===== src/rtl/csl_pkg.sv =====
// Shared types and constants for the C subset lexer.
`default_nettype none
package csl_pkg;
    localparam logic [5:0] KD_IDENT  = 6'd14;
    localparam logic [5:0] KD_NUMBER = 6'd15;
    localparam logic [5:0] KD_ERROR  = 6'd16;
    localparam logic [5:0] KD_STRING = 6'd17;
    localparam logic [5:0] KD_CHAR   = 6'd18;
    localparam logic [5:0] KD_EOF    = 6'd19;
    localparam logic [19:0] LINE_MAX = 20'hFFFFF;
    localparam logic [15:0] COL_MAX  = 16'hFFFF;
    localparam logic [30:0] HEX_MAX  = 31'h7FFFFFFF;

    typedef enum logic [3:0] {
        M_IDLE, M_IDENT, M_ZERO, M_DEC, M_HEX, M_STR, M_STR_ESC, M_CHR_OPEN,
        M_CHR_ESC, M_CHR_CLOSE, M_OPER, M_LINE_SKIP, M_BLOCK, M_BLOCK_STAR
    } mode_t;

    typedef struct packed {
        logic [5:0]  kind;
        logic [19:0] line;
        logic [15:0] column;
        logic [23:0] offset;
        logic [23:0] length;
        logic [30:0] value;
        logic        last;
    } token_t;

    // request queued between front and back: one input byte with its flag
    typedef struct packed {
        logic [7:0] ch;
        logic       eos;
    } byte_req_t;

    function automatic logic is_alpha(input logic [7:0] c);
        return (c >= 8'h61 && c <= 8'h7A) || (c >= 8'h41 && c <= 8'h5A);
    endfunction
    function automatic logic is_digit(input logic [7:0] c);
        return c >= 8'h30 && c <= 8'h39;
    endfunction
    function automatic logic is_word(input logic [7:0] c);
        return is_alpha(c) || is_digit(c) || c == 8'h5F;
    endfunction
    function automatic logic is_hex(input logic [7:0] c);
        return is_digit(c) || (c >= 8'h61 && c <= 8'h66) || (c >= 8'h41 && c <= 8'h46);
    endfunction
    function automatic logic [3:0] hex_val(input logic [7:0] c);
        logic [7:0] t;
        t = 8'h0;
        if (is_digit(c)) t = c - 8'h30;
        else if (c >= 8'h61) t = c - 8'h57;
        else t = c - 8'h37;
        return t[3:0];
    endfunction
    function automatic logic [5:0] lone_kind(input logic [7:0] p);
        logic [5:0] k;
        case (p)
            "+": k = 6'd22; "-": k = 6'd26; "*": k = 6'd28; "/": k = 6'd30;
            "=": k = 6'd32; "!": k = 6'd34; "<": k = 6'd37; ">": k = 6'd40;
            "&": k = 6'd42; "|": k = 6'd44;
            default: k = KD_ERROR;
        endcase
        return k;
    endfunction
    // returns {formed, kind}
    function automatic logic [6:0] pair_kind(input logic [7:0] p, input logic [7:0] c);
        logic [6:0] r;
        r = 7'd0;
        case (p)
            "+": if (c == "+") r = {1'b1, 6'd20}; else if (c == "=") r = {1'b1, 6'd21};
            "-": if (c == "-") r = {1'b1, 6'd23}; else if (c == "=") r = {1'b1, 6'd24};
                 else if (c == ">") r = {1'b1, 6'd25};
            "*": if (c == "=") r = {1'b1, 6'd27};
            "/": if (c == "=") r = {1'b1, 6'd29};
            "=": if (c == "=") r = {1'b1, 6'd31};
            "!": if (c == "=") r = {1'b1, 6'd33};
            "<": if (c == "=") r = {1'b1, 6'd35}; else if (c == "<") r = {1'b1, 6'd36};
            ">": if (c == "=") r = {1'b1, 6'd38}; else if (c == ">") r = {1'b1, 6'd39};
            "&": if (c == "&") r = {1'b1, 6'd41};
            "|": if (c == "|") r = {1'b1, 6'd43};
            default: r = 7'd0;
        endcase
        return r;
    endfunction
    function automatic logic [5:0] single_kind(input logic [7:0] c);
        logic [5:0] k;
        case (c)
            "(": k = 6'd45; ")": k = 6'd46; "{": k = 6'd47; "}": k = 6'd48;
            "[": k = 6'd49; "]": k = 6'd50; ";": k = 6'd51; ",": k = 6'd52;
            ".": k = 6'd53; ":": k = 6'd54; "?": k = 6'd55; "%": k = 6'd56;
            "^": k = 6'd57; "~": k = 6'd58;
            default: k = KD_ERROR;
        endcase
        return k;
    endfunction
    // keyword lookup on a packed 16-byte word, byte 0 in the low bits
    function automatic logic [5:0] kw_kind(input logic [127:0] w, input logic [4:0] n);
        logic [5:0] k;
        k = KD_IDENT;
        case (n)
            5'd2: if (w[15:0] == "fi") k = 6'd6;
            5'd3: if (w[23:0] == "tni") k = 6'd0; else if (w[23:0] == "rof") k = 6'd9;
            5'd4: if (w[31:0] == "rahc") k = 6'd1; else if (w[31:0] == "diov") k = 6'd2;
                  else if (w[31:0] == "mune") k = 6'd5; else if (w[31:0] == "esle") k = 6'd7;
            5'd5: if (w[39:0] == "elihw") k = 6'd8; else if (w[39:0] == "kaerb") k = 6'd12;
            5'd6: if (w[47:0] == "tcurts") k = 6'd3; else if (w[47:0] == "nruter") k = 6'd10;
                  else if (w[47:0] == "foezis") k = 6'd11;
            5'd7: if (w[55:0] == "fedepyt") k = 6'd4;
            5'd8: if (w[63:0] == "eunitnoc") k = 6'd13;
            default: k = KD_IDENT;
        endcase
        return k;
    endfunction
endpackage
`default_nettype wire


===== src/rtl/csl_front.sv =====
// Front end: input request capture into a short queue.
`default_nettype none
module csl_front #(
    parameter int DEPTH = 2
) (
    input  wire logic              clk,
    input  wire logic              rst_n,
    input  wire logic              in_valid,
    output logic                   in_ready,
    input  wire csl_pkg::byte_req_t in_req,
    output logic                   q_valid,
    input  wire logic              q_pop,
    output csl_pkg::byte_req_t     q_req
);
    localparam int AW = (DEPTH > 1) ? $clog2(DEPTH) : 1;
    csl_pkg::byte_req_t mem_reg [DEPTH];
    logic [AW-1:0] wp_reg, rp_reg;
    logic [AW:0]   cnt_reg;
    logic push;

    assign in_ready = cnt_reg != (AW+1)'(DEPTH);
    assign push     = in_valid && in_ready;
    assign q_valid  = cnt_reg != '0;
    assign q_req    = mem_reg[rp_reg];

    always_ff @(posedge clk) begin
        if (push) mem_reg[wp_reg] <= in_req;
    end

    always_ff @(posedge clk or negedge rst_n) begin
        if (!rst_n)
        begin
            wp_reg <= '0; rp_reg <= '0; cnt_reg <= '0;
        end
        else
        begin
            if (push) wp_reg <= (wp_reg == AW'(DEPTH-1)) ? '0 : wp_reg + 1'b1;
            if (q_pop) rp_reg <= (rp_reg == AW'(DEPTH-1)) ? '0 : rp_reg + 1'b1;
            cnt_reg <= cnt_reg + (AW+1)'(push) - (AW+1)'(q_pop);
        end
    end
endmodule
`default_nettype wire


===== src/rtl/csl_back.sv =====
// Back end: lexer mode update, token building and two-entry output buffer.
`default_nettype none
module csl_back #(
    parameter int KEYWORD_CHARS = 8
) (
    input  wire logic               clk,
    input  wire logic               rst_n,
    input  wire logic               q_valid,
    output logic                    q_pop,
    input  wire csl_pkg::byte_req_t q_req,
    output logic                    out_valid,
    input  wire logic               out_ready,
    output csl_pkg::token_t         out_tok
);
    localparam int WB = 8 * KEYWORD_CHARS;
    localparam int CW = $clog2(KEYWORD_CHARS);

    csl_pkg::mode_t mode_reg, mode_next;
    logic [23:0] pos_reg, pos_next, spos_reg, spos_next;
    logic [19:0] line_reg, line_next, sline_reg, sline_next;
    logic [15:0] col_reg, col_next, scol_reg, scol_next;
    logic [WB-1:0] word_reg, word_next;
    logic [4:0] wcnt_reg, wcnt_next;
    logic [30:0] hex_reg, hex_next;
    logic [7:0] pend_reg, pend_next;

    // output buffer, two slots, FIFO order
    csl_pkg::token_t ob_reg [2];
    logic [1:0] ocnt_reg;
    logic       orp_reg, owp_reg;

    csl_pkg::token_t t0, t1;
    logic n_out;
    logic two_out;
    logic [7:0] c;

    assign c = q_req.ch;
    assign q_pop = q_valid && (ocnt_reg == 2'd0 || (ocnt_reg == 2'd1 && out_ready));
    assign out_valid = ocnt_reg != 2'd0;
    assign out_tok = ob_reg[orp_reg];

    always_comb
    begin
        logic [23:0] span, bpos;
        logic [19:0] bline;
        logic [15:0] bcol;
        logic used, has1;
        logic [6:0] pk;
        logic [127:0] w;
        csl_pkg::token_t tk;
        mode_next = mode_reg; pos_next = pos_reg; line_next = line_reg; col_next = col_reg;
        spos_next = spos_reg; sline_next = sline_reg; scol_next = scol_reg;
        word_next = word_reg; wcnt_next = wcnt_reg; hex_next = hex_reg; pend_next = pend_reg;
        t0 = '0; t1 = '0; has1 = 1'b0; n_out = 1'b0; two_out = 1'b0; used = 1'b1;
        bpos = '0; bline = '0; bcol = '0;
        span = pos_reg - spos_reg;
        w = '0; w[WB-1:0] = word_reg;
        tk = '0; tk.line = sline_reg; tk.column = scol_reg; tk.offset = spos_reg;
        tk.length = span;
        pk = csl_pkg::pair_kind(pend_reg, c);
        // pending-token handling (first token)
        case (mode_reg)
            csl_pkg::M_IDENT:
                if (q_req.eos || !csl_pkg::is_word(c))
                begin
                    tk.kind = (wcnt_reg > 5'(KEYWORD_CHARS)) ? csl_pkg::KD_IDENT
                              : csl_pkg::kw_kind(w, wcnt_reg);
                    has1 = 1'b1; used = 1'b0;
                end
                else
                begin
                    if (wcnt_reg < 5'(KEYWORD_CHARS)) word_next[8*wcnt_reg[CW-1:0] +: 8] = c;
                    if (wcnt_reg < 5'd31) wcnt_next = wcnt_reg + 5'd1;
                end
            csl_pkg::M_ZERO:
                if (!q_req.eos && (c == "x" || c == "X")) mode_next = csl_pkg::M_HEX;
                else if (!q_req.eos && csl_pkg::is_digit(c)) mode_next = csl_pkg::M_DEC;
                else begin tk.kind = csl_pkg::KD_NUMBER; has1 = 1'b1; used = 1'b0; end
            csl_pkg::M_DEC:
                if (q_req.eos || !csl_pkg::is_digit(c))
                begin
                    tk.kind = csl_pkg::KD_NUMBER; has1 = 1'b1; used = 1'b0;
                end
            csl_pkg::M_HEX:
                if (q_req.eos || !csl_pkg::is_hex(c))
                begin
                    tk.kind = csl_pkg::KD_NUMBER; tk.value = hex_reg; has1 = 1'b1; used = 1'b0;
                end
                else if (hex_reg <= (csl_pkg::HEX_MAX >> 4))
                    hex_next = {hex_reg[26:0], csl_pkg::hex_val(c)};
                else hex_next = csl_pkg::HEX_MAX;
            csl_pkg::M_STR:
                if (q_req.eos || c == 8'h0A)
                begin
                    tk.kind = csl_pkg::KD_ERROR; has1 = 1'b1; used = 1'b0;
                end
                else if (c == 8'h22)
                begin
                    tk.kind = csl_pkg::KD_STRING; has1 = 1'b1; mode_next = csl_pkg::M_IDLE;
                end
                else if (c == 8'h5C) mode_next = csl_pkg::M_STR_ESC;
            csl_pkg::M_STR_ESC:
                if (q_req.eos)
                begin
                    tk.kind = csl_pkg::KD_ERROR; has1 = 1'b1; used = 1'b0;
                end
                else mode_next = csl_pkg::M_STR;
            csl_pkg::M_CHR_OPEN:
                if (q_req.eos || c == 8'h0A)
                begin
                    tk.kind = csl_pkg::KD_ERROR; has1 = 1'b1; used = 1'b0;
                    if (!q_req.eos) tk.length = '0;
                end
                else if (c == 8'h5C) mode_next = csl_pkg::M_CHR_ESC;
                else if (c == 8'h27)
                begin
                    tk.kind = csl_pkg::KD_CHAR; tk.length = '0; has1 = 1'b1;
                    mode_next = csl_pkg::M_IDLE;
                end
                else mode_next = csl_pkg::M_CHR_CLOSE;
            csl_pkg::M_CHR_ESC:
                if (q_req.eos)
                begin
                    tk.kind = csl_pkg::KD_ERROR; has1 = 1'b1; used = 1'b0;
                end
                else mode_next = csl_pkg::M_CHR_CLOSE;
            csl_pkg::M_CHR_CLOSE:
                if (!q_req.eos && c == 8'h27)
                begin
                    tk.kind = csl_pkg::KD_CHAR; has1 = 1'b1; mode_next = csl_pkg::M_IDLE;
                end
                else begin tk.kind = csl_pkg::KD_ERROR; has1 = 1'b1; used = 1'b0; end
            csl_pkg::M_OPER:
                if (q_req.eos)
                begin
                    tk.kind = csl_pkg::lone_kind(pend_reg); tk.length = 24'd1;
                    has1 = 1'b1; used = 1'b0;
                end
                else if (pend_reg == "/" && c == "/") mode_next = csl_pkg::M_LINE_SKIP;
                else if (pend_reg == "/" && c == "*") mode_next = csl_pkg::M_BLOCK;
                else if (pk[6])
                begin
                    tk.kind = pk[5:0]; tk.length = 24'd2; has1 = 1'b1;
                    mode_next = csl_pkg::M_IDLE;
                end
                else
                begin
                    tk.kind = csl_pkg::lone_kind(pend_reg); tk.length = 24'd1;
                    has1 = 1'b1; used = 1'b0;
                end
            csl_pkg::M_LINE_SKIP:
                if (q_req.eos) used = 1'b0;
                else if (c == 8'h0A) mode_next = csl_pkg::M_IDLE;
            csl_pkg::M_BLOCK:
                if (q_req.eos) used = 1'b0;
                else if (c == "*") mode_next = csl_pkg::M_BLOCK_STAR;
            csl_pkg::M_BLOCK_STAR:
                if (q_req.eos) used = 1'b0;
                else mode_next = (c == "/") ? csl_pkg::M_IDLE
                               : (c == "*") ? csl_pkg::M_BLOCK_STAR : csl_pkg::M_BLOCK;
            default: used = 1'b0;
        endcase
        t0 = tk;
        // second step: end of source or idle-start handling
        tk = '0;
        if (q_req.eos)
        begin
            tk.kind = csl_pkg::KD_EOF; tk.line = line_reg; tk.column = col_reg;
            tk.offset = pos_reg;
            mode_next = csl_pkg::M_IDLE; pos_next = '0; line_next = 20'd1; col_next = 16'd1;
            spos_next = '0; sline_next = 20'd1; scol_next = 16'd1; wcnt_next = '0;
            hex_next = '0; pend_next = '0;
            if (has1) begin t1 = tk; two_out = 1'b1; end
            else t0 = tk;
            n_out = 1'b1;
        end
        else
        begin
            if (!used)
            begin
                spos_next = pos_reg; sline_next = line_reg; scol_next = col_reg;
                mode_next = csl_pkg::M_IDLE;
                tk.line = line_reg; tk.column = col_reg; tk.offset = pos_reg; tk.length = 24'd1;
                if (c == 8'h20 || c == 8'h09 || c == 8'h0D || c == 8'h0A) begin end
                else if (c == "#") mode_next = csl_pkg::M_LINE_SKIP;
                else if (csl_pkg::is_alpha(c) || c == 8'h5F)
                begin
                    mode_next = csl_pkg::M_IDENT; word_next[7:0] = c; wcnt_next = 5'd1;
                end
                else if (csl_pkg::is_digit(c))
                begin
                    mode_next = (c == "0") ? csl_pkg::M_ZERO : csl_pkg::M_DEC; hex_next = '0;
                end
                else if (c == 8'h22 || c == 8'h27)
                begin
                    mode_next = (c == 8'h22) ? csl_pkg::M_STR : csl_pkg::M_CHR_OPEN;
                    spos_next = pos_reg + 24'd1;
                end
                else if (csl_pkg::lone_kind(c) != csl_pkg::KD_ERROR)
                begin
                    mode_next = csl_pkg::M_OPER; pend_next = c;
                end
                else
                begin
                    tk.kind = csl_pkg::single_kind(c);
                    if (has1) begin t1 = tk; two_out = 1'b1; end
                    else t0 = tk;
                    has1 = 1'b1;
                end
            end
            n_out = has1;
            bpos = pos_reg + 24'd1; bline = line_reg; bcol = col_reg;
            if (c == 8'h0A)
            begin
                if (line_reg < csl_pkg::LINE_MAX) bline = line_reg + 20'd1;
                bcol = 16'd1;
            end
            else if (col_reg < csl_pkg::COL_MAX) bcol = col_reg + 16'd1;
            pos_next = bpos; line_next = bline; col_next = bcol;
        end
        if (two_out) t1.last = 1'b1; else t0.last = 1'b1;
    end

    always_ff @(posedge clk) begin
        if (q_pop && n_out)
        begin
            ob_reg[owp_reg] <= t0;
            if (two_out) ob_reg[~owp_reg] <= t1;
        end
        if (q_pop) word_reg <= word_next;
    end

    always_ff @(posedge clk or negedge rst_n) begin
        if (!rst_n)
        begin
            mode_reg <= csl_pkg::M_IDLE; pos_reg <= '0; line_reg <= 20'd1; col_reg <= 16'd1;
            spos_reg <= '0; sline_reg <= 20'd1; scol_reg <= 16'd1; wcnt_reg <= '0;
            hex_reg <= '0; pend_reg <= '0; ocnt_reg <= '0; orp_reg <= 1'b0; owp_reg <= 1'b0;
        end
        else
        begin
            if (q_pop)
            begin
                mode_reg <= mode_next; pos_reg <= pos_next; line_reg <= line_next;
                col_reg <= col_next; spos_reg <= spos_next; sline_reg <= sline_next;
                scol_reg <= scol_next; wcnt_reg <= wcnt_next; hex_reg <= hex_next;
                pend_reg <= pend_next;
            end
            if (q_pop && n_out) owp_reg <= owp_reg ^ ~two_out;
            if (out_valid && out_ready) orp_reg <= ~orp_reg;
            ocnt_reg <= ocnt_reg + ((q_pop && n_out) ? (two_out ? 2'd2 : 2'd1) : 2'd0)
                        - ((out_valid && out_ready) ? 2'd1 : 2'd0);
        end
    end
endmodule
`default_nettype wire


===== src/rtl/c_subset_lexer_core.sv =====
// Top level of the streaming C subset lexer.
// Usage:
//  Input channel: ch, end_of_source, with in_valid/in_ready. One request per
//  source byte; a request with end_of_source set closes the source.
//  Output channel: token fields with out_valid/out_ready; each token is one
//  request. last_of_run marks the last token caused by one input request.
//  A byte causes at most two tokens (a pending token closed, then a one-byte
//  token); end of source gives a flushed pending token, if any, and EOF.
//  Throughput: one byte per cycle while out_ready is high, set by the back
//  end mode update; a two-token byte stalls popping until the buffer drains.
//  Path: the byte that ends a token is registered in the input queue; the back
//  end then pops it and writes the token into an output buffer slot, which
//  raises out_valid.
//  Stall: when the receiver holds out_ready low the back end stops popping once
//  the two-slot output buffer holds a token, the input queue fills and in_ready
//  falls; nothing is lost.
//  Reset: asynchronous; mode idle, line and column one, position zero,
//  queues empty.
`default_nettype none
module c_subset_lexer_core #(
    parameter int KEYWORD_CHARS = 8
) (
    input  wire logic        clk,
    input  wire logic        rst_n,
    input  wire logic        in_valid,
    output logic             in_ready,
    input  wire logic [7:0]  ch,
    input  wire logic        end_of_source,
    output logic             out_valid,
    input  wire logic        out_ready,
    output logic [5:0]       token_kind,
    output logic [19:0]      token_line,
    output logic [15:0]      token_column,
    output logic [23:0]      text_offset,
    output logic [23:0]      text_length,
    output logic [30:0]      number_value,
    output logic             last_of_run
);
    csl_pkg::byte_req_t in_req, q_req;
    csl_pkg::token_t tok;
    logic q_valid, q_pop;

    assign in_req.ch  = ch;
    assign in_req.eos = end_of_source;

    csl_front #(.DEPTH(2)) u_front (
        .clk, .rst_n, .in_valid, .in_ready, .in_req,
        .q_valid, .q_pop, .q_req
    );

    csl_back #(.KEYWORD_CHARS(KEYWORD_CHARS)) u_back (
        .clk, .rst_n, .q_valid, .q_pop, .q_req,
        .out_valid, .out_ready, .out_tok(tok)
    );

    assign token_kind   = tok.kind;
    assign token_line   = tok.line;
    assign token_column = tok.column;
    assign text_offset  = tok.offset;
    assign text_length  = tok.length;
    assign number_value = tok.value;
    assign last_of_run  = tok.last;
endmodule
`default_nettype wire


===== config.mk =====
export PLATFORM = sky130hd
export DESIGN_NAME = c_subset_lexer_core
export DESIGN_NICKNAME = d
export VERILOG_FILES = /design/src/rtl/csl_pkg.sv /design/src/rtl/csl_front.sv /design/src/rtl/csl_back.sv /design/src/rtl/c_subset_lexer_core.sv
export SDC_FILE = /design/constraint.sdc
export NUM_CORES = 1
export LEC_CHECK = 0
export ABC_AREA = 1
export BUFFER_PORTS_ARGS = -buffer_cell sky130_fd_sc_hd__buf_2
export CAP_MARGIN = 30
export CORE_ASPECT_RATIO = 1.75
export CORE_MARGIN = 1
export CORE_UTILIZATION = 60
export CTS_CLUSTER_SIZE = 12
export DETAILED_ROUTE_END_ITERATION = 10
export HOLD_SLACK_MARGIN = 0.15
export PLACE_DENSITY = 0.77
export SLEW_MARGIN = 15
export SYNTH_ARGS = -nofsm -noshare
export SYNTH_HDL_FRONTEND = slang
export SYNTH_SLANG_ARGS = --single-unit

===== constraint.sdc =====
create_clock -name clk -period 14.9 [get_ports clk]
set_input_delay 1.49 -clock clk [delete_from_list [all_inputs] [get_ports clk]]
set_output_delay 1.49 -clock clk [all_outputs]
set_load 0.05 [all_outputs]

# Yosys cells after proc, flatten, opt, wreduce, memory -nomap -nowiden
# Memories as Yosys holds them, arrays and structs flattened.
# Index checks and enable logic that the tools add are counted.
[totals] regBits=240 latch_bits=0 mem_bits_rw=262 rom_bits=0 in_bits=13 elab_cells=435 memories=2
[mem_list] memory="u_back.ob_reg" depth=2 word_bits=122 read_ports=1 rd_ports_with_merged_regs=0 wr=2 line="csl_back.sv:28" source="csl_pkg::token_t ob_reg [2];"
[mem_list] memory="u_front.mem_reg" depth=2 word_bits=9 read_ports=1 rd_ports_with_merged_regs=0 wr=1 line="csl_front.sv:16" source="csl_pkg::byte_req_t mem_reg [DEPTH];"
[op_classes] n_addsub=15 mul=0 div=0 n_lt_le_gt_ge=14 eq_ne=98 n_shift=2 muxes=230 bitwise_logic=5 n_reduce_logical=51
[op_table] op="2-to-1 mux 122 bit" count=19
[op_table] op="2-to-1 mux 24 bit" count=15
[op_table] op="2-to-1 mux 31 bit" count=11
[op_table] op="== test 8 x 6 -> 1 bit (second input constant)" count=31
[op_table] op="== test 48 x 47 -> 1 bit (second input constant)" count=3
[op_table] op="2-to-1 mux 6 bit" count=24
[op_table] op="== test 32 x 31 -> 1 bit (second input constant)" count=4
[op_table] op="2-to-1 mux 8 bit" count=16
[op_table] op="2-to-1 mux 4 bit" count=31
[op_table] op="2-to-1 mux 121 bit" count=1
[op_table] op="case mux 6 bit (10 select lines)" count=2
[op_table] op="2-to-1 mux 7 bit" count=15
[op_table] op="2-to-1 mux 20 bit" count=5
[op_table] op="== test 8 x 7 -> 1 bit (second input constant)" count=12
[op_table] op="case mux 6 bit (14 select lines)" count=1
[op_table] op="== test 40 x 39 -> 1 bit (second input constant)" count=2
[op_table] op="2-to-1 mux 16 bit" count=5
[op_table] op="case mux 7 bit (10 select lines)" count=1
[op_table] op="bitwise mux 64 bit" count=1
[op_table] op="== test 64 x 63 -> 1 bit (second input constant)" count=1
[op_table] op="variable shift 8 x 34 -> 64 bit (first input constant)" count=1
[op_table] op="indexed part select 8 x 34 -> 64 bit" count=1
[op_table] op="2-to-1 mux 1 bit" count=57
[op_table] op="== test 56 x 55 -> 1 bit (second input constant)" count=1
[op_table] op="other kinds (66)" count=155

# Depth between registers and ports, before layout
# An unclocked memory read counts as a cell.
[depth] word_depth=26 mapped_depth=27 ltp_nobuf=25

# By module
# Synthesis repeated with hierarchy kept, for this count alone.
[unflattened] cells_unflattened=3829 area_unflattened_um2=28416.0
[modules_own_cells] mod="csl_back" n_inst=1 cells_per_inst=3774 area_per_inst_um2=27517.6
[modules_own_cells] mod="csl_front" n_inst=1 cells_per_inst=55 area_per_inst_um2=898.4

# Worst setup path after synthesis
# No wires, ideal clock.
[synth_timing] path_type="reg2reg" start="reg u_front.rp_reg" end="mem u_back.ob_reg[1][0] (netlist bit), enable pin" arrival_ns=4.344 setup_slack_ns=10.128 path_stages_with_launch=24 synth_period_minus_slack_ns=4.772 path_cell_list="dfrtp_1 buf_6 inv_6 buf_6 nand2_1 nand2_1 inv_1 ha_1 nor2_1 o21ai_1 nand2_1 buf_4 nand3_1 nand2_1 nand2_1 nand2_2 nor2_4 inv_2 o21ai_4 nor2_8 nand2_2 buf_6 buf_6 nand2_1"
[synth_rtl] item="start: declaration" line="csl_front.sv:17" source="logic [AW-1:0] wp_reg, rp_reg;"
[synth_rtl] item="start signal: assignment" line="csl_front.sv:38" source="if (q_pop) rp_reg <= (rp_reg == AW'(DEPTH-1)) ? '0 : rp_reg + 1'b1;"
[synth_rtl] item="end: declaration" line="csl_back.sv:28"

==> flow_summary_export.csv <==
group,metric,value,unit
routing,drt-total-wl,84350,um
grt,grt_max_degree,107,
timing,slew_viol_final,0,
grt,grt_overflow_total,0,
floorplanning,num_io_pins,137,
floorplanning,die_y,295.2,um
routing,wl_per_cell,17.40,um
worst_setup_path,critPathKind,"register to register",
timing,setup_viol,0,
timing,slew_headroom,31.63,%
finish,diodes,0,
timing,final.setup.tns,0,ns
routing,via_count,27382,
floorplanning,core_area,48600,sq um
finish,n_fill_cell,4391,
logic_synthesis,synth_top_area_share,22.22,%
routing,dr.pass1.iters,6,
place,place_congestion,1.034,
routing,drtAntennaViolNets,0,
logic_synthesis,ys_top_cells_by_area,"edfxtp_1, nand2_1, dfrtp_1",
clock_tree,cts_setup_buffers,0,
routing,drc,0,
floorplanning,die_w,169.5,um
timing,fin_crit_sh,35.19,%
worst_setup_path,arrival,5.56,ns
worst_setup_path,end_kind,"register",
clock_tree,clockRootBuffer,"clkbuf_16",
logic_synthesis,async_flop_share,35.06,%
grt,antenna_found_initial,0,
timing,hold_viol,0,
clock_tree,htreeDepth,2,
pwr,p_leak,15.69,nW
worst_setup_path,cp_max_fo,58,
logic_synthesis,ys_ff_latch,502,
logic_synthesis,synth_edf_count,218,
finish,nets,4212,
clock_tree,clk_pin_slew_worst_paths,0.06,ns
finish,area_growth,8.169,%
worst_setup_path,reg2reg_slack,9.66,ns
grt,track_usage,33.81,%
pwr,seqPwrFrac,28.0,%
finish,drive_above_1_share,7.700,%
place,numPortBuffers,136,
floorplanning,initial_core_util,60.63,%
clock_tree,ctsLongestPathBuffers,3,
clock_tree,cts_made_buffers,49,
clock_tree,clock_sink_count,502,
logic_synthesis,netlist_area,29470,sq um
timing,setup_slack,9.657,ns
pwr,p_comb_share,57.0,%
place,place_ws,9.722,ns
clock_tree,ctsResizeCount,0,
worst_setup_path,required,15.22,ns
logic_synthesis,synthFlopType,"edfxtp_1",
pwr,netSwitchingFraction,53.98,%
logic_synthesis,yosysTopAreaCell,"edfxtp_1",
job,drv_cap,0,
pwr,switchingPower,4.226,mW
timing,whs,0.4859,ns
routing,drt_iter0_drc,2182,
logic_synthesis,synth.avg_cell_area,7.150,sq um
finish,largest_reg_flops,244,
clock_tree,cts_tree,"done",
timing,clock_skew,0.01738,ns
timing,post-route-min-period,5.243,ns
min_path,hold_path.class,"register to register",
floorplanning,row_count,107,
floorplanning,die-area,50040,sq um
clock_tree,cts_hold_buf,0,
grt,grt_pass1_wl,133600,um
timing,tightest_slew,1.026,ns
pwr,powerDensity,245.7,nW/um^2
grt,grt_pass1_vias,26139,
run_status,status,"finished, final reports clean",
pwr,p_int,3.604,mW
routing,routed_via_density,5.647,
pwr,clockPowerShare,15.0,%
logic_synthesis,ys_seq_area_share,44.52,%
timing,rsz0062_at_grt,"no",
logic_synthesis,yosys.cell_types.count,60,
timing,fmax,190.7,MHz
logic_synthesis,postSynthCellCount,4121,
pwr,ir_drop,0.2044,mV
clock_tree,insertion_delay,0.59,ns
worst_setup_path,worstSetupStartpointType,"register",
logic_synthesis,synth_warnings,0,
logic_synthesis,synth_nets,4174,
place,dp_hpwl,56880,um
==> power by group through the flow <==
stage	Combinational, mW	Sequential (mW)	Clock (mW)
finish	4.46	2.20	1.17
global route	4.81	2.24	1.23
CTS	4.40	2.19	1.18
detailed placement	4.38	2.21	0
global placement	4.31	2.21	0
floorplan	3.28	2.13	0
==> synth_stat cells (7+ instances only) <==
cell / number
nand2_1: 1383
nor2_1: 509
inv_1: 457
nand3_1: 282
edfxtp_1: 218
o21ai_0: 203
dfrtp_1: 172
dfxtp_1: 108
a21oi_1: 99
clkbuf_1: 86
nor3_1: 74
o22ai_1: 72
nand4_1: 67
buf_2: 64
ha_1: 39
xor2_1: 35
nor4_1: 30
buf_6: 18
nand2_2: 18
buf_4: 16
nor2_2: 12
inv_2: 11
o21ai_1: 10
nor2_4: 9
xnor2_1: 9
a31oi_1: 8
nand2_4: 8
clkinv_1: 7
nand3b_1: 7
==> path summary, 6_finish.rpt <==
kind                                startpoint                     to  depth (start not counted)
setup / recovery                u_front.rp_reg  u_back.ob_reg[0][100]                         24
hold / removal             u_back.sline_reg[7]    u_back.sline_reg[7]                          2
setup reg to reg                u_front.rp_reg  u_back.ob_reg[0][100]                         24
hold reg to reg            u_back.sline_reg[7]    u_back.sline_reg[7]                          2
max in group asynchronous                rst_n     u_back.line_reg[0]                          3
min in group asynchronous                rst_n      u_back.hex_reg[2]                          1
==> metal layers <==
layer	vias to the layer above	routed length (um)	global-route usage, %
li1	13320	-	-
met1	12698	31830	38.08
met2	1065	42410	60.40
met3	299	4809	3.708
met4	0	5300	21.86
met5	-	0	0
==> critical path, stage by stage, from the launching register on <==
cell and delay, ns:
dfrtp_1 0.69, inv_6 0.14, nand2_1 0.10, nand2_1 0.21, inv_1 0.29, ha_1 0.30
nor2_1 0.07, o21ai_1 0.13, nand2_1 0.30, inv_2 0.16, nand2_1 0.08, nand2_1 0.10
inv_2 0.04, nand2_1 0.07, nand2_1 0.06, inv_2 0.08, nand2_2 0.10, nor2_4 0.19
inv_2 0.08, o21ai_4 0.10, nor2_8 0.11, nand2_2 0.08, buf_4 0.59, nand2_4 0.46
buf_16 0.36
==> cell families after synthesis <==
logic type	Yosys count	share of synthesized area, %
AND/OR/NAND/NOR	2424	34.54
buffers and inverters	665	9.431
flip-flops	502	44.52
AO/OA/AOI/OAI	446	8.484
XOR/XNOR	44	1.308
adder cells (fa/ha/maj)	40	1.724
==> cell usage in the layout (no fill, tap or decap), drive strengths merged, types with 72 or more instances in the layout <==
cell type  count
edfxtp       218
dfrtp        172
nor2         532
nand2       1409
o21ai        214
clkbuf        81
a21oi         99
inv          473
nor3          78
dfxtp        108
buf          174
nand3        288
o22ai         72
==> area by class of cell <==
class / count / area [sq um] / area share (%)
tap: 654 / 818.3 / 2.567
timing repair buffer: 175 / 1095 / 3.435
clock inverter: 7 / 92.59 / 0.2905
multi-input combinational: 2954 / 13610 / 42.68
inverter: 477 / 1798 / 5.641
clock buffer: 80 / 1343 / 4.212
sequential: 502 / 13120 / 41.17
==> metrics by stage <==
stage,power [mW],utilization [%],cell area [sq um],std cells
2_1_floorplan,5.414,-,29470,4121
3_3_place_gp,6.515,62.23,30240,4751
3_5_place_dp,6.593,62.53,30390,4759
4_1_cts,7.772,65.48,31820,4846
5_1_grt,8.281,65.59,31870,4849
6_report,7.830,65.59,31870,4849
Power figures use the tool's default switching activity.
